===== config.mk =====
export PLATFORM = sky130hd
export DESIGN_NAME = vga_attribute_controller
export DESIGN_NICKNAME = d
export VERILOG_FILES = /design/src/sv/avc_pkg.sv /design/src/sv/avc_palette_ram.sv /design/src/sv/avc_ctrl.sv /design/src/sv/vga_attribute_controller.sv
export SDC_FILE = /design/constraint.sdc
export NUM_CORES = 1
export LEC_CHECK = 0
export BUFFER_PORTS_ARGS = -buffer_cell sky130_fd_sc_hd__buf_2
export CAP_MARGIN = 30
export CORE_ASPECT_RATIO = 1.25
export CORE_MARGIN = 2
export CORE_UTILIZATION = 61
export CTS_BUF_LIST = sky130_fd_sc_hd__clkbuf_16
export DETAILED_ROUTE_END_ITERATION = 6
export HOLD_SLACK_MARGIN = 0.02
export MAX_ROUTING_LAYER = met4
export PLACE_DENSITY = 0.79
export SKIP_LAST_GASP = 1
export SLEW_MARGIN = 20
export SYNTH_ARGS = -nofsm -noshare
export SYNTH_HDL_FRONTEND = slang
export SYNTH_SLANG_ARGS = --single-unit

===== constraint.sdc =====
create_clock -name clk -period 3.3 [get_ports clk]
set_input_delay 0.495 -clock clk [delete_from_list [all_inputs] [get_ports clk]]
set_output_delay 0.495 -clock clk [all_outputs]
set_load 0.02 [all_outputs]

===== src/sv/avc_pkg.sv =====
`default_nettype none
// ----------------------------------------------------------------------------
// avc_pkg
// Shared types, register indexes and the colour combine function of the
// VGA attribute controller register block.
// ----------------------------------------------------------------------------
package avc_pkg;

    localparam int unsigned PAL_ENTRIES = 16;

    // Port operations.
    typedef enum logic [1:0] {
        OP_WR_3C0 = 2'd0,
        OP_RD_3C0 = 2'd1,
        OP_RD_3C1 = 2'd2,
        OP_NONE   = 2'd3
    } op_e;

    // Register indexes above the palette.
    localparam logic [4:0] IDX_MODE  = 5'h10;
    localparam logic [4:0] IDX_PLANE = 5'h12;
    localparam logic [4:0] IDX_PAN   = 5'h13;
    localparam logic [4:0] IDX_CSEL  = 5'h14;

    // Mode control bits whose change asks for a mode recheck.
    localparam logic [7:0] MODE_RECHECK_MASK = 8'h41;

    typedef enum logic [1:0] {
        ST_IDLE    = 2'd0,
        ST_RD_WAIT = 2'd1,
        ST_SWEEP   = 2'd2
    } state_t;

    typedef struct packed {
        logic [1:0] op;
        logic [7:0] wdata;
    } cmd_t;

    typedef struct packed {
        logic [7:0] read_data;
        logic       color_valid;
        logic [3:0] color_entry;
        logic [7:0] color_value;
        logic       mode_recheck;
        logic       last;
    } result_t;

    // Palette memory access controls.
    typedef struct packed {
        logic       wr_en;
        logic       rd_en;
        logic [7:0] wdata;
    } pal_ctl_t;

    // Combined DAC index: bits 4-5 come from colour select when mode bit 7
    // is set, bits 6-7 always come from colour select bits 2-3.
    function automatic logic [7:0] combine_color(logic [7:0] v, logic [7:0] mode,
                                                 logic [7:0] csel);
        logic [5:0] low;
        begin
            low = mode[7] ? {csel[1:0], v[3:0]} : v[5:0];
            return {csel[3:2], low};
        end
    endfunction

endpackage
`default_nettype wire


===== src/sv/avc_palette_ram.sv =====
`default_nettype none
// ----------------------------------------------------------------------------
// avc_palette_ram
// Palette store: one synchronous memory with a registered read port and a
// valid bit per entry so that unwritten entries read as zero after reset.
// ----------------------------------------------------------------------------
module avc_palette_ram #(
    parameter int unsigned ENTRIES = avc_pkg::PAL_ENTRIES
) (
    input  wire                         clk,
    input  wire                         rst_n,
    input  avc_pkg::pal_ctl_t           ctl,
    input  wire  [$clog2(ENTRIES)-1:0]  addr,
    output logic [7:0]                  rdata
);
    import avc_pkg::*;

    logic [7:0]         mem_reg [ENTRIES];
    logic [7:0]         q_reg;
    logic [ENTRIES-1:0] vld_reg;
    logic               q_vld_reg;

    always_ff @(posedge clk)
    begin
        if (ctl.wr_en)
        begin
            mem_reg[addr] <= ctl.wdata;
        end
        if (ctl.rd_en)
        begin
            q_reg <= mem_reg[addr];
        end
    end

    always_ff @(posedge clk or negedge rst_n)
    begin
        if (!rst_n)
        begin
            vld_reg   <= '0;
            q_vld_reg <= 1'b0;
        end
        else
        begin
            if (ctl.wr_en)
            begin
                vld_reg[addr] <= 1'b1;
            end
            if (ctl.rd_en)
            begin
                q_vld_reg <= vld_reg[addr];
            end
        end
    end

    assign rdata = q_vld_reg ? q_reg : 8'h00;

endmodule
`default_nettype wire


===== src/sv/avc_ctrl.sv =====
`default_nettype none
// ----------------------------------------------------------------------------
// avc_ctrl
// Command decode, register file and palette sequencer. Reads the palette
// memory for port 3C1 reads and walks all entries for a re-emission.
// ----------------------------------------------------------------------------
module avc_ctrl #(
    parameter int unsigned ENTRIES = avc_pkg::PAL_ENTRIES
) (
    input  wire                         clk,
    input  wire                         rst_n,
    input  wire                         start,
    input  avc_pkg::cmd_t               cmd,
    output logic                        busy,
    output logic                        done,
    output avc_pkg::result_t            result,
    output avc_pkg::pal_ctl_t           pal_ctl,
    output logic [$clog2(ENTRIES)-1:0]  pal_addr,
    input  wire  [7:0]                  pal_rdata
);
    import avc_pkg::*;

    localparam int unsigned AW = $clog2(ENTRIES);
    localparam logic [AW-1:0] CNT_LAST = AW'(ENTRIES - 1);

    state_t        state_reg, state_next;
    logic          phase_reg, phase_next;
    logic [4:0]    index_reg, index_next;
    logic [7:0]    mode_reg, mode_next;
    logic [7:0]    plane_reg, plane_next;
    logic [3:0]    pan_reg, pan_next;
    logic [7:0]    csel_reg, csel_next;
    logic [AW-1:0] cnt_reg, cnt_next;
    logic          recheck_reg, recheck_next;
    logic          done_reg, done_next;
    result_t       result_reg, result_next;

    logic [7:0]    mode_diff;
    logic          mode_chk;
    logic          is_pal;

    assign mode_diff = mode_reg ^ cmd.wdata;
    assign mode_chk  = |(mode_diff & MODE_RECHECK_MASK);
    assign is_pal    = index_reg < 5'(ENTRIES);

    always_ff @(posedge clk or negedge rst_n)
    begin
        if (!rst_n)
        begin
            state_reg   <= ST_IDLE;
            phase_reg   <= 1'b0;
            index_reg   <= '0;
            mode_reg    <= '0;
            plane_reg   <= '0;
            pan_reg     <= '0;
            csel_reg    <= '0;
            cnt_reg     <= '0;
            recheck_reg <= 1'b0;
            done_reg    <= 1'b0;
        end
        else
        begin
            state_reg   <= state_next;
            phase_reg   <= phase_next;
            index_reg   <= index_next;
            mode_reg    <= mode_next;
            plane_reg   <= plane_next;
            pan_reg     <= pan_next;
            csel_reg    <= csel_next;
            cnt_reg     <= cnt_next;
            recheck_reg <= recheck_next;
            done_reg    <= done_next;
        end
    end

    always_ff @(posedge clk)
    begin
        result_reg <= result_next;
    end

    always_comb
    begin
        state_next   = state_reg;
        phase_next   = phase_reg;
        index_next   = index_reg;
        mode_next    = mode_reg;
        plane_next   = plane_reg;
        pan_next     = pan_reg;
        csel_next    = csel_reg;
        cnt_next     = cnt_reg;
        recheck_next = recheck_reg;
        done_next    = 1'b0;
        result_next  = '0;
        pal_ctl      = '0;
        pal_addr     = '0;

        unique case (state_reg)
            ST_IDLE:
            begin
                if (start)
                begin
                    done_next        = 1'b1;
                    result_next.last = 1'b1;
                    unique case (op_e'(cmd.op))
                        OP_RD_3C0:
                        begin
                            result_next.read_data = {3'b000, index_reg};
                        end
                        OP_RD_3C1:
                        begin
                            if (is_pal)
                            begin
                                pal_ctl.rd_en = 1'b1;
                                pal_addr      = index_reg[AW-1:0];
                                done_next     = 1'b0;
                                state_next    = ST_RD_WAIT;
                            end
                            else
                            begin
                                unique case (index_reg)
                                    IDX_MODE:  result_next.read_data = mode_reg;
                                    IDX_PLANE: result_next.read_data = plane_reg;
                                    IDX_PAN:   result_next.read_data = {4'h0, pan_reg};
                                    IDX_CSEL:  result_next.read_data = csel_reg;
                                    default:   result_next.read_data = 8'h00;
                                endcase
                            end
                        end
                        OP_WR_3C0:
                        begin
                            if (!phase_reg)
                            begin
                                index_next = cmd.wdata[4:0];
                                phase_next = 1'b1;
                            end
                            else
                            begin
                                phase_next = 1'b0;
                                if (is_pal)
                                begin
                                    pal_ctl.wr_en           = 1'b1;
                                    pal_ctl.wdata           = cmd.wdata;
                                    pal_addr                = index_reg[AW-1:0];
                                    result_next.color_valid = 1'b1;
                                    result_next.color_entry = index_reg[3:0];
                                    result_next.color_value =
                                        combine_color(cmd.wdata, mode_reg, csel_reg);
                                end
                                else
                                begin
                                    unique case (index_reg)
                                        IDX_MODE:
                                        begin
                                            mode_next = cmd.wdata;
                                            if (mode_diff[7])
                                            begin
                                                recheck_next  = mode_chk;
                                                done_next     = 1'b0;
                                                cnt_next      = '0;
                                                pal_ctl.rd_en = 1'b1;
                                                state_next    = ST_SWEEP;
                                            end
                                            else
                                            begin
                                                result_next.mode_recheck = mode_chk;
                                            end
                                        end
                                        IDX_PLANE: plane_next = cmd.wdata;
                                        IDX_PAN:   pan_next   = cmd.wdata[3:0];
                                        IDX_CSEL:
                                        begin
                                            if (csel_reg != cmd.wdata)
                                            begin
                                                csel_next     = cmd.wdata;
                                                recheck_next  = 1'b0;
                                                done_next     = 1'b0;
                                                cnt_next      = '0;
                                                pal_ctl.rd_en = 1'b1;
                                                state_next    = ST_SWEEP;
                                            end
                                        end
                                        default:
                                        begin
                                        end
                                    endcase
                                end
                            end
                        end
                        OP_NONE:
                        begin
                        end
                    endcase
                end
            end
            ST_RD_WAIT:
            begin
                done_next             = 1'b1;
                result_next.read_data = pal_rdata;
                result_next.last      = 1'b1;
                state_next            = ST_IDLE;
            end
            ST_SWEEP:
            begin
                // Data for entry cnt_reg arrives now; the next entry, if any, is read meanwhile.
                done_next               = 1'b1;
                result_next.color_valid = 1'b1;
                result_next.color_entry = 4'(cnt_reg);
                result_next.color_value = combine_color(pal_rdata, mode_reg, csel_reg);
                if (cnt_reg == CNT_LAST)
                begin
                    result_next.last         = 1'b1;
                    result_next.mode_recheck = recheck_reg;
                    state_next               = ST_IDLE;
                end
                else
                begin
                    pal_ctl.rd_en = 1'b1;
                    pal_addr      = cnt_reg + 1'b1;
                    cnt_next      = cnt_reg + 1'b1;
                end
            end
            default:
            begin
                state_next = ST_IDLE;
            end
        endcase
    end

    assign busy   = (state_reg != ST_IDLE);
    assign done   = done_reg;
    assign result = result_reg;

`ifndef ASSERT_OFF
    a_sweep_emits: assert property (@(posedge clk) disable iff (!rst_n)
        state_reg == ST_SWEEP |=> done_reg)
        else $error("sweep cycle without a result beat");

    a_mid_only_in_sweep: assert property (@(posedge clk) disable iff (!rst_n)
        done_reg && !result_reg.last |-> state_reg == ST_SWEEP)
        else $error("non-final result beat outside a sweep");

    a_accept_progress: assert property (@(posedge clk) disable iff (!rst_n)
        start && state_reg == ST_IDLE |=> done_reg || state_reg != ST_IDLE)
        else $error("accepted command produced neither a beat nor a busy phase");

    a_one_port_access: assert property (@(posedge clk) disable iff (!rst_n)
        !(pal_ctl.wr_en && pal_ctl.rd_en))
        else $error("palette read and write in the same cycle");

    a_color_no_read: assert property (@(posedge clk) disable iff (!rst_n)
        done_reg && result_reg.color_valid |-> result_reg.read_data == 8'h00)
        else $error("colour beat carries read data");
`endif

endmodule
`default_nettype wire


===== src/sv/vga_attribute_controller.sv =====
`default_nettype none
// ----------------------------------------------------------------------------
// vga_attribute_controller
// VGA attribute controller register block: index/data writes on port 3C0,
// palette and mode registers, combined DAC colour updates.
// ----------------------------------------------------------------------------
// A result beat appears in the cycle after the command is accepted, and a new
// command may be taken on the next cycle; a port 3C1 read of a palette entry
// passes through the registered memory read and ST_RD_WAIT, with busy high.
// A re-emission gives 16 beats, one palette read per cycle, and the next
// command is taken once the sweep is back in idle. Result beats cannot be
// stalled; reset clears the control registers and palette valid bits only.
module vga_attribute_controller #(
    parameter int unsigned PALETTE_ENTRIES = avc_pkg::PAL_ENTRIES
) (
    input  wire               clk,
    input  wire               rst_n,
    input  wire               start,
    input  avc_pkg::cmd_t     cmd,
    output logic              busy,
    output logic              done,
    output avc_pkg::result_t  result
);
    import avc_pkg::*;

    pal_ctl_t                       pal_ctl;
    logic [$clog2(PALETTE_ENTRIES)-1:0] pal_addr;
    logic [7:0]                     pal_rdata;

    avc_ctrl #(
        .ENTRIES (PALETTE_ENTRIES)
    ) u_ctrl (
        .clk       (clk),
        .rst_n     (rst_n),
        .start     (start),
        .cmd       (cmd),
        .busy      (busy),
        .done      (done),
        .result    (result),
        .pal_ctl   (pal_ctl),
        .pal_addr  (pal_addr),
        .pal_rdata (pal_rdata)
    );

    avc_palette_ram #(
        .ENTRIES (PALETTE_ENTRIES)
    ) u_ram (
        .clk   (clk),
        .rst_n (rst_n),
        .ctl   (pal_ctl),
        .addr  (pal_addr),
        .rdata (pal_rdata)
    );

endmodule
`default_nettype wire


Yosys cells after proc, flatten, opt, wreduce, memory -nomap -nowiden --
Memory sizes are Yosys's and may differ from the RTL's. A register that Yosys moved wholly into a read port is not among the register bits. Index checks and enable logic that the tools add are counted.
Word-level totals: bits in writable memories 128, word-level logic and storage cells 148, bits in registers 82, memories kept 1
Cells by class: bitwise gates (word level) 4, eq/ne operators 28, mux-type cells 76, magnitude comparators 3, reduce and logical (&&, ||, !) cells 17, $add $sub $neg 1
Memory list:
- u_ram.mem_reg | words 16, bits a word 8, rd ports 1, clocked after Yosys merged registers in 1, wr ports 1, line avc_palette_ram.sv:18 | logic [7:0] mem_reg [ENTRIES];
Operators with widths (number):
- two-way mux 4 bit | 11
- two-way mux 8 bit | 5
- case mux 4 bit (2 select lines) | 4
- case mux 8 bit (2 select lines) | 2
- case mux 8 bit (4 select lines) | 1
- two-way mux 14 bit | 2
- case mux 14 bit (2 select lines) | 1
- two-way mux 1 bit | 23
- two-way mux 23 bit | 1
- == test 5 bit (second input constant) | 4
- two-way mux 10 bit | 2
- AND reduction 6 bit | 3
- AND reduction 9 bit | 2
- two-way mux 2 bit | 8
- bitwise OR 16 bit | 1
- case mux 1 bit (2 select lines) | 7
- two-way mux 13 bit | 1
- two-way mux 6 bit | 2
- inequality test 3 x 2 -> 1 bit (second input constant) | 4
- case mux 2 bit (2 select lines) | 3
- inequality test 3 bit (second input constant) | 3
- inequality test 2 x 1 -> 1 bit (second input constant) | 4
- inequality test 2 bit (second input constant) | 4
- inequality test 4 x 3 -> 1 bit (second input constant) | 2
- other kinds (22) | 29

Logic depth before layout (Yosys ltp) --
Gate-level depths: netlist of run 1.
word-level depth 11, gate-level depth with buffers 12

Hierarchy --
A second synthesis of run 1 with hierarchy kept.
Second synthesis, totals: cell total of the unflattened synthesis 559, area, all modules 9260.1 um^2
Modules (own cells, without submodules):
- avc_palette_ram | cells an instance 266, times used 1, seq. area each 4509.3 um^2, area an instance 6019.5 um^2
- avc_ctrl | cells an instance 293, times used 1, seq. area each 1511.4 um^2, area an instance 3240.6 um^2

Worst setup path after synthesis of run 1 --
No wires, ideal clock.
path type in2reg, start input cmd[8] (netlist name), end memory u_ram.mem_reg[2][0], enable pin, library setup time 373 ps, data required time 2927 ps, slack 539 ps, stages 9, arrival 2388 ps, cells stage by stage inv_1 ha_1 buf_2 a21oi_2 o21ai_1 o22ai_2 clkbuf_1 nand2_1 nor2_1
On the way: cells in the longest elaborated chain, start to end 6, elaborated cells on any way between the ends 10, classes of those cells 1 x eq/ne; 8 x mux; 1 x reduce/logical
RTL lines:
- from (decl) | line vga_attribute_controller.sv:19 | input avc_pkg::cmd_t cmd,
- zero test 2 bit | line avc_ctrl.sv:104 | unique case (op_e'(cmd.op))
- two-way mux 1 bit | line avc_ctrl.sv:104
- two-way mux 10 bit | line avc_ctrl.sv:100 | if (start)
- two-way mux 1 bit | line avc_ctrl.sv:97 | unique case (state_reg)
- two-way mux 1 bit | line avc_palette_ram.sv:25 | if (ctl.wr_en)
- two-way mux 1 bit (not written as such) | line avc_palette_ram.sv:27 | mem_reg[addr] <= ctl.wdata;
- to (decl) | line avc_palette_ram.sv:18
Several ways; a longest one is shown, not always the timed one.

Worst setup path in the final report of run 1 --
start register u_ctrl.state_reg[0], end register u_ram.q_reg[1], read port of u_ram.mem_reg, data pin
On the way: cells in the longest elaborated chain, start to end 2, elaborated cells on any way between the ends 4, classes of those cells 1 x eq/ne; 2 x mux; 1 x reduce/logical
RTL lines:
- from (decl) | line avc_ctrl.sv:26 | state_t state_reg, state_next;
- from (signal assigned) | line avc_ctrl.sv:63 | state_reg <= state_next;
- == test 2 bit or zero test 2 bit (tied branches) | line avc_ctrl.sv:97
- case mux 4 bit (2 select lines) or case mux 1 bit (2 select lines) (tied branches) | line avc_ctrl.sv:97
- to (decl) | line avc_palette_ram.sv:19 | logic [7:0] q_reg;
Several ways; a longest one is shown, not always the timed one. A chain may end at the register's enable or synchronous reset.

==> impl_metrics.toml, run 1 <==
[synthesis]
postSynthAreaPerCell_um2 = 13.9
synth_area_um2 = 8910
ys_async_sr_fraction_pct = 27.1
synth_cell_types = 67
synth_cells = 642
ys_seq_elements = 218
ys_warn_count = 0
synth_edf_count = 136
synthFlopType = "edfxtp_1"
syn_nets = 663
synth_seq_area_share_pct = 67.6

[run_status]
violations = "DRC"
status = "finished with violations"

[route]
wl_per_cell_um = 23.3
first_iter_violations = 779
viasPerCell = 6.59
routed_wl_um = 21100
ant_nets = 0
vias = 5974
drtPass1Iterations = 7
post-route-drc-count = 5

[grt]
grt_max_degree = 40
grt_usage_pct = 28.2
grt_pass1_vias = 6116
antenna_found_initial = 0
grt_pass1_wl_um = 33400
overflow = 0

[worst_setup_path]
slowest_stage = "dfrtp_1"
startpoint_type = "register"
path_buf_inv = 3
slowest_delay_ns = 0.41
worstPathMaxFanout = 12
crit_family = "simple AND/OR/NAND/NOR gates"
critPathCaptureType = "register"
worstPathRequired_ns = 3.53
path_class = "reg -> reg"
crit_arrival_ns = 3.32
worstPathCellList = "inv_1 > ha_1 > nand2_1 > nor4_1 > a21oi_2 > buf_6 > buf_4 > a221o_1 > a221oi_2 > nor3_1 > or3_1"

[sta]
drv_slew = 0
setup_slack_ns = 0.210
post-route-min-period_ns = 3.09
maxSlewHeadroom_pct = 42.6
report.final.setup_viol = 0
hold_viol_final = 0
worstMarginPinSlew_ns = 0.860
fin_crit_sh_pct = 93.6
setup_tns_ns = 0
finClkSkew_ns = 0.0101
timing.fmax_ghz = 0.324
rsz0062_at_grt = "false"

[clock_network]
htree_num_levels = 1
cts_buffer_depth = 3
cts_resized = 0
cts_root_buf = "clkbuf_16"
cts_buffers = 21
cts_tree = "done"
clkSinkCount = 218
clkLatencyLatePin_ns = 0.49
cts.clk_slew.worst_paths_ns = 0.06

[power_and_ir_drop]
ir_drop_v = 0.000723
powerDensity_nw_per_um2 = 638
p_leak_nw = 3.91
power_w = 0.00648

[layout]
largest_reg_flops = 128
fillers = 945
drive_gt1_share_pct = 24.4
finalNonFillerCells = 907
antenna_cells = 0
area_growth_pct = 14.0
regArea_um2 = 6020
final_nets = 736
multi_input_area_um2 = 2690

[floorplanning]
core_um2 = 14300
rows = 49
die_w_um = 112
ioPinCount = 38
initial_utilization_pct = 62.1
die-area_um2 = 15600
die_y_um = 139

[place]
place_inst = 868
io_buffers = 37
dp_hpwl_um = 14400
gp_congestion = 0.943
dp_slack_ns = 0.199

[flow_run]
drv_cap = 0

[hold_path]
hp-class = "in -> reg"
## synthesized netlist by cell type, drive strengths merged (9+ instances only)
cell type  number  area, µm²
o21ai          18       93.8
a21o            9       67.6
clkbuf         22       82.6
nand2          48        183
a221oi         21        190
inv            10       37.5
dfxtp          23        460
mux2           33        372
or2            17        106
a21oi          29        153
nor2           38        145
o22ai           9       62.6
buf            15       82.6
a222oi         21        210
mux2i          10        100
a22o           11       96.3
dfrtp          59       1480
and2           13       81.3
edfxtp        136       4080
xnor2          11       96.3
## repair_timing
item,CTS,global route
setup buffers,0,0
hold buffers,0,1
hold endpoints to repair,0,5
## where the power goes
group          internal [W]  switching [W]
Clock               0.00115       0.000943
Sequential          0.00310       0.000196
Combinational      0.000446       0.000634
## final timing paths
kind,from,end,slack (ns),cells after the start
max,u_ctrl.state_reg[0],u_ram.q_reg[1],0.21,11
min,cmd[5],u_ctrl.mode_reg[5],0.31,2
max reg2reg,u_ctrl.state_reg[0],u_ram.q_reg[1],0.21,11
min reg2reg,u_ram.vld_reg[1],u_ram.vld_reg[1],0.47,1
max in group asynchronous,rst_n,u_ram.vld_reg[15],2.34,3
min in group asynchronous,rst_n,u_ctrl.state_reg[0],0.39,2
## metal layers
layer,vias to the layer above,global-route usage [%],wire [µm]
li1,2622,-,-
met1,2963,33.9,7880
met2,318,47.6,10900
met3,71,4.37,1500
met4,0,11.7,858
met5,-,-,0
## area by class of cell
| type | count | area share [%] |
|---|---|---|
| Tap cell | 178 | 2.19 |
| Clock inverter | 16 | 0.678 |
| Inverter | 10 | 0.370 |
| Multi-Input combinational cell | 377 | 26.5 |
| Clock buffer | 21 | 5.17 |
| Sequential cell | 218 | 59.3 |
| Timing Repair Buffer | 87 | 5.83 |
## cell usage in the layout (no fill, tap or decap), types with 8 or more instances in the layout
cell type	count
mux2i_1	10
edfxtp_1	136
o21ai_0	15
or2_2	16
nand2_1	47
dfxtp_1	23
mux2_2	33
a222oi_1	21
dfrtp_1	59
o22ai_1	8
a21oi_1	27
xnor2_1	11
a21o_1	9
ha_1	8
a22oi_1	8
clkbuf_16	21
nor2_1	37
buf_2	37
and2_1	10
a22o_1	11
buf_4	46
a221oi_1	20
inv_1	14
## logic make-up after synthesis
kind of cell               count (synthesis)  share of synthesized area (%)
xor gates and xnor gates                  11                           1.08
and+or+nand+nor                          163                           9.41
adders and majority gates                  8                           1.12
muxes                                     43                           5.29
AOI/OAI and AO/OA                        152                           13.3
DFF                                      218                           67.6
buffers and inverters                     47                           2.27
## worst reg2reg max path: cells and delay by family (launching register included)
kind | cells | cell delay (ns)
simple gates | 4 | 0.94
compound gates | 3 | 0.73
buf+inv | 3 | 0.50
flops | 1 | 0.41
fa+ha+maj | 1 | 0.24
## stage by stage
step / instance area, µm² / util [%] / hold slack, ns
2_1_floorplan: 8910 / - / 0.199
3_3_place_gp: 9520 / 66.4 / 0.452
3_5_place_dp: 9530 / 66.4 / 0.456
4_1_cts: 10100 / 70.6 / 0.137
5_1_grt: 10200 / 70.8 / 0.331
6_report: 10200 / 70.8 / 0.315
(Power assumes the default switching activity.)
==> inputs of run 2 (changes only) <==
--- a/config.mk
+++ b/config.mk
@@ -14,7 +14,7 @@
 export DETAILED_ROUTE_END_ITERATION = 6
 export HOLD_SLACK_MARGIN = 0.02
 export MAX_ROUTING_LAYER = met4
-export PLACE_DENSITY = 0.79
+export PLACE_DENSITY = 0.78
 export SKIP_LAST_GASP = 1
 export SLEW_MARGIN = 20
 export SYNTH_ARGS = -nofsm -noshare
==> run 2 against run 1 <==
  * The flow now finishes without violations
  * Clock power rose by 10%
  * Setup slack worse by 0.039 ns
  * Clock skew down 0.0021 ns
  * Die area unchanged
  * Sequential power about the same
  * Cell count is the same
  * Core utilization up 0.50 points
  * Wire length up 2.9%
  * Count of clock-buffer cells in the layout grew 2
  * First-iteration DRC count down 17%
  * Largest cell class unchanged
  * Largest power group unchanged
==> impl_metrics.toml, run 2 (synthesized netlist as in run 1, its figures left out) <==
[sta]
worstMarginPinSlew_ns = 0.728
setup_slack_ns = 0.171
post-route-min-period_ns = 3.13
hold_viol_final = 0
setup_tns_ns = 0
drv_slew = 0
timing.fmax_ghz = 0.320
hold_slack_ns = 0.0191
rsz0062_at_grt = "false"
report.final.setup_viol = 0
maxSlewHeadroom_pct = 51.5
fin_crit_sh_pct = 94.8
finClkSkew_ns = 0.00795

[power_and_ir_drop]
p_leak_nw = 3.94
power_w = 0.00668
powerDensity_nw_per_um2 = 653
ir_drop_v = 0.000506

[worst_setup_path]
startpoint_type = "register"
worstPathMaxFanout = 26
worstPathRequired_ns = 3.56
critPathCaptureType = "register"
crit_arrival_ns = 3.39
path_class = "reg -> reg"

[layout]
layout_common_cells = "136 x edfxtp_1, 59 x dfrtp_1, 47 x nand2_1"
largest_reg_flops = 128
antenna_cells = 0
fillers = 969
final_common_cell = "edfxtp_1"
drive_gt1_share_pct = 25.0
finalNonFillerCells = 907
area_growth_pct = 14.8
final_nets = 736

[route]
post-route-drc-count = 0
first_iter_violations = 647
wl_per_cell_um = 24.0
viasPerCell = 6.47
ant_nets = 0
vias = 5868
drtPass1Iterations = 5
routed_wl_um = 21800

[floorplanning]
die_w_um = 112
ioPinCount = 38
core_um2 = 14300
die_y_um = 139
die-area_um2 = 15600
initial_utilization_pct = 62.1
rows = 49

[grt]
grt_pass1_wl_um = 34000
overflow = 0
grt_pass1_vias = 6062
grt_usage_pct = 28.9
grt_max_degree = 37
antenna_found_initial = 0

[place]
dp_slack_ns = 0.0730
io_buffers = 37
place_inst = 868
gp_congestion = 0.992
dp_hpwl_um = 14800

[run_status]
status = "finished clean"

[clock_network]
post_cts_buffers = 0
cts_buffer_depth = 3
hold_buffers = 0
cts.clk_slew.worst_paths_ns = 0.06
cts_buffers = 22
clkLatencyLatePin_ns = 0.50
htree_num_levels = 1
cts_tree = "done"
cts_root_buf = "clkbuf_16"
cts_resized = 0
clkSinkCount = 218

[hold_path]
hp-class = "in -> async"

[flow_run]
drv_cap = 0
[run 2: changes by cell type in the layout (fill, tap and decap cells not counted), sizes merged]
cell,before,now
bufinv,0,1
clkbuf,21,23
clkinv,11,8
dlygate4sd3,1,0
inv,14,15
[run 2: path summary, 6_finish.rpt]
check / from / to / slack (ns) / cells past startpoint
setup / recovery: u_ctrl.cnt_reg[1] / u_ram.q_reg[0] / 0.17 / 9
hold / removal: rst_n / u_ctrl.phase_reg / 0.02 / 1
setup reg to reg: u_ctrl.cnt_reg[1] / u_ram.q_reg[0] / 0.17 / 9
hold reg to reg: u_ram.vld_reg[8] / u_ram.vld_reg[8] / 0.47 / 1
max in group asynchronous: rst_n / u_ctrl.csel_reg[5] / 2.39 / 2
min in group clk: cmd[5] / u_ctrl.csel_reg[5] / 0.31 / 2
[run 2: power breakdown]
part,internal (W),leakage [nW],total (W),switching (W)
clock network,0.00133,0.344,0.00230,0.000970
logic,0.000447,1.51,0.00108,0.000635
registers,0.00311,2.09,0.00330,0.000196
total,0.00488,3.94,0.00668,0.00180
[run 2: layer usage]
metal  GRT usage [%]  up-vias  share of wire (%)
met5               -        -                  0
met4            12.1        0                4.1
li1                -     2614                  -
met3            3.72       69                6.4
met1            35.5     2917                 39
met2            48.6      268                 51
[run 2: worst max-delay path: stages, from the launching register on]
cell and delay, ns:
dfrtp_1 0.44, ha_1 0.30, nand3_2 0.16, and2_0 0.34, a21oi_2 0.27, buf_12 0.24
a221o_1 0.37, a221oi_1 0.42, a21oi_1 0.12, a21o_1 0.21
[run 2: metrics by stage]
step / util (%) / instance area, µm²
2_1_floorplan: - / 8910
3_3_place_gp: 66.5 / 9540
3_5_place_dp: 66.5 / 9540
4_1_cts: 71.1 / 10200
5_1_grt: 71.3 / 10200
6_report: 71.3 / 10200
[run 2: layout make-up]
cell class	instances	area (µm²)	share of cell area, %
clock inverters	15	87.6	0.856
well taps	178	223	2.18
inverters	10	37.5	0.367
flip-flops and latches	218	6020	58.9
clock buffers	23	576	5.63
repair buffers	86	586	5.73
multi-input cells	377	2700	26.4
==> inputs of run 3 (changes only) <==
--- a/config.mk
+++ b/config.mk
@@ -9,12 +9,13 @@
 export CAP_MARGIN = 30
 export CORE_ASPECT_RATIO = 1.25
 export CORE_MARGIN = 2
-export CORE_UTILIZATION = 61
+export CORE_UTILIZATION = 55
 export CTS_BUF_LIST = sky130_fd_sc_hd__clkbuf_16
 export DETAILED_ROUTE_END_ITERATION = 6
 export HOLD_SLACK_MARGIN = 0.02
 export MAX_ROUTING_LAYER = met4
-export PLACE_DENSITY = 0.78
+export PLACE_DENSITY = 0.74
+export RECOVER_POWER = 25
 export SKIP_LAST_GASP = 1
 export SLEW_MARGIN = 20
 export SYNTH_ARGS = -nofsm -noshare
==> constraint.sdc (replaced) <==
create_clock -name clk -period 2.7 [get_ports clk]
set_input_delay 0.405 -clock clk [delete_from_list [all_inputs] [get_ports clk]]
set_output_delay 0.405 -clock clk [all_outputs]
set_load 0.02 [all_outputs]
==> run 3 against run 2 <==
  * The run now ends with capacitance limit, slew limit, setup timing left
  * Critical path type unchanged
  * Critical path depth rose by 4
  * Sequential power up 22%
  * Count of clock-buffer cells in the layout increased by 1
  * Die area up 11%
==> impl_metrics.toml, run 3 (synthesized netlist as in run 1, its figures left out) <==
[hold_path]
hp-class = "in -> reg"

[grt]
grt_max_degree = 60
grt_usage_pct = 26.8
overflow = 0
grt_pass1_vias = 6314
grt_pass1_wl_um = 34800
antenna_found_initial = 0

[route]
ant_nets = 0
wl_per_cell_um = 22.2
post-route-drc-count = 0
viasPerCell = 6.06
first_iter_violations = 727
drtPass1Iterations = 5
vias = 6141
routed_wl_um = 22500

[power_and_ir_drop]
internal_power_w = 0.00641
powerDensity_nw_per_um2 = 788
power.share.combinational_pct = 18.7
p_leak_nw = 4.26
seq_power_share_pct = 46.2
p_sw_w = 0.00231
p_clk_share_pct = 35.2
ir_drop_v = 0.000551
swShare_pct = 26.5

[sta]
rsz0062_at_grt = "true"
report.final.setup_viol = 8
hold_slack_ns = 0.237
worstMarginPinSlew_ns = 1.52
finClkSkew_ns = 0.0147
setup_slack_ns = -0.125
maxSlewHeadroom_pct = -1.40
timing.fmax_ghz = 0.354
fin_crit_sh_pct = 105
post-route-min-period_ns = 2.83
drv_slew = 60
hold_viol_final = 0

[run_status]
violations = "capacitance limit, slew limit, setup timing"
status = "finished with violations"

[place]
gp_congestion = 0.955
dp_hpwl_um = 15500
place_inst = 964
placed_area_um2 = 10000
io_buffers = 37

[layout]
layout_common_cells = "136 x edfxtp_1, 104 x buf_4, 59 x dfrtp_1"
fillers = 1098
area_growth_pct = 24.2
largest_reg_flops = 128
antenna_cells = 0
final_nets = 804
final_common_cell = "edfxtp_1"
drive_gt1_share_pct = 31.9
finalNonFillerCells = 1013
final_util_pct = 69.1
stdcell_area_um2 = 11100

[floorplanning]
rows = 52
initial_utilization_pct = 55.7
die-area_um2 = 17200
ioPinCount = 38
die_y_um = 146
die_w_um = 118
core_um2 = 16000

[clock_network]
hold_buffers = 0
cts.clk_slew.worst_paths_ns = 0.06
cts_buffer_depth = 3
cts_buffers = 22
cts_root_buf = "clkbuf_16"
htree_num_levels = 1
clkSinkCount = 218
clkLatencyLatePin_ns = 0.50
cts_tree = "done"

[worst_setup_path]
worstPathCellList = "inv_2 > ha_4 > and4b_2 > buf_6 > a32oi_4 > o22ai_4 > buf_6 > buf_4 > buf_4 > a221o_1 > a221oi_1 > nor3_1 > a21o_1"
crit_arrival_ns = 3.08
worstPathMaxFanout = 6
slowest_stage = "dfrtp_1"
startpoint_type = "register"
worstPathRequired_ns = 2.96
critPathCaptureType = "register"
rrSetupSlack_ns = -0.13
slowest_delay_ns = 0.39
path_class = "reg -> reg"

[flow_run]
drv_cap = 1
-- run 3: cell types whose count changed in the layout (fill, tap and decap cells not counted), moves of 3 or more --
| cell | delta |
|---|---|
| buf_4 | +58 |
| buf_2 | -24 |
| clkbuf_1 | +24 |
| buf_6 | +6 |
| nor2_1 | -6 |
| clkinv_1 | -5 |
| nor2_2 | +5 |
| a221oi_1 | -4 |
| a221oi_2 | +3 |
| a22o_1 | -3 |
-- run 3: final cells by class --
type	instances	area (µm²)	area share (%)
Clock buffer	24	601	5.43
Clock inverter	14	140	1.27
Inverter	10	37.5	0.339
Multi-Input combinational cell	377	2860	25.8
Sequential cell	218	6020	54.4
Tap cell	216	270	2.44
Timing Repair Buffer	154	1140	10.3
-- run 3: timing repair --
action,in CTS,in global routing
pin swaps,15,17
gates cloned,1,0
buffers inserted,8,4
resized for setup,24,23
setup endpoints to repair,30,113
-- run 3: critical path: cells and delay by family, from the launching register on --
kind | cells | cell delay [ns]
buf+inv | 5 | 0.64
flops | 1 | 0.39
compound gates | 5 | 1.08
simple gates | 2 | 0.31
fa+ha+maj | 1 | 0.17
-- run 3: final timing paths --
path,from,end,depth (start not counted)
hold reg to reg,u_ram.vld_reg[10],u_ram.vld_reg[10],1
hold / removal,cmd[5],u_ctrl.mode_reg[5],2
setup / recovery,u_ctrl.state_reg[1],u_ram.q_reg[0],13
setup reg to reg,u_ctrl.state_reg[1],u_ram.q_reg[0],13
max in group asynchronous,rst_n,u_ctrl.plane_reg[0],2
min in group asynchronous,rst_n,u_ctrl.cnt_reg[0],2
-- run 3: power by group through the flow --
stage               clock network, W  logic (W)  registers (W)
floorplan                          0   0.000876        0.00405
global placement                   0    0.00144        0.00406
CTS                          0.00311    0.00160        0.00402
global route                 0.00325    0.00174        0.00405
finish                       0.00307    0.00163        0.00403
detailed placement                 0    0.00147        0.00407
-- run 3: layer usage --
metal	part of all wire, %	track usage, %	vias up
li1	-	-	2760
met3	5.2	3.83	61
met5	0	-	-
met2	53	47.4	237
met4	3.8	10.9	0
met1	38	30.6	3083
-- run 3: metrics by stage --
stage                     setup WS, ns  power, W  setup TNS, ns
after floorplan                 0.0287   0.00493              0
after CTS                      -0.0791   0.00872         -0.453
after global placement          -0.261   0.00550          -6.27
after detailed placement        -0.292   0.00555         -10.09
after global routing            -0.232   0.00905          -2.54
final                           -0.125   0.00872         -0.723
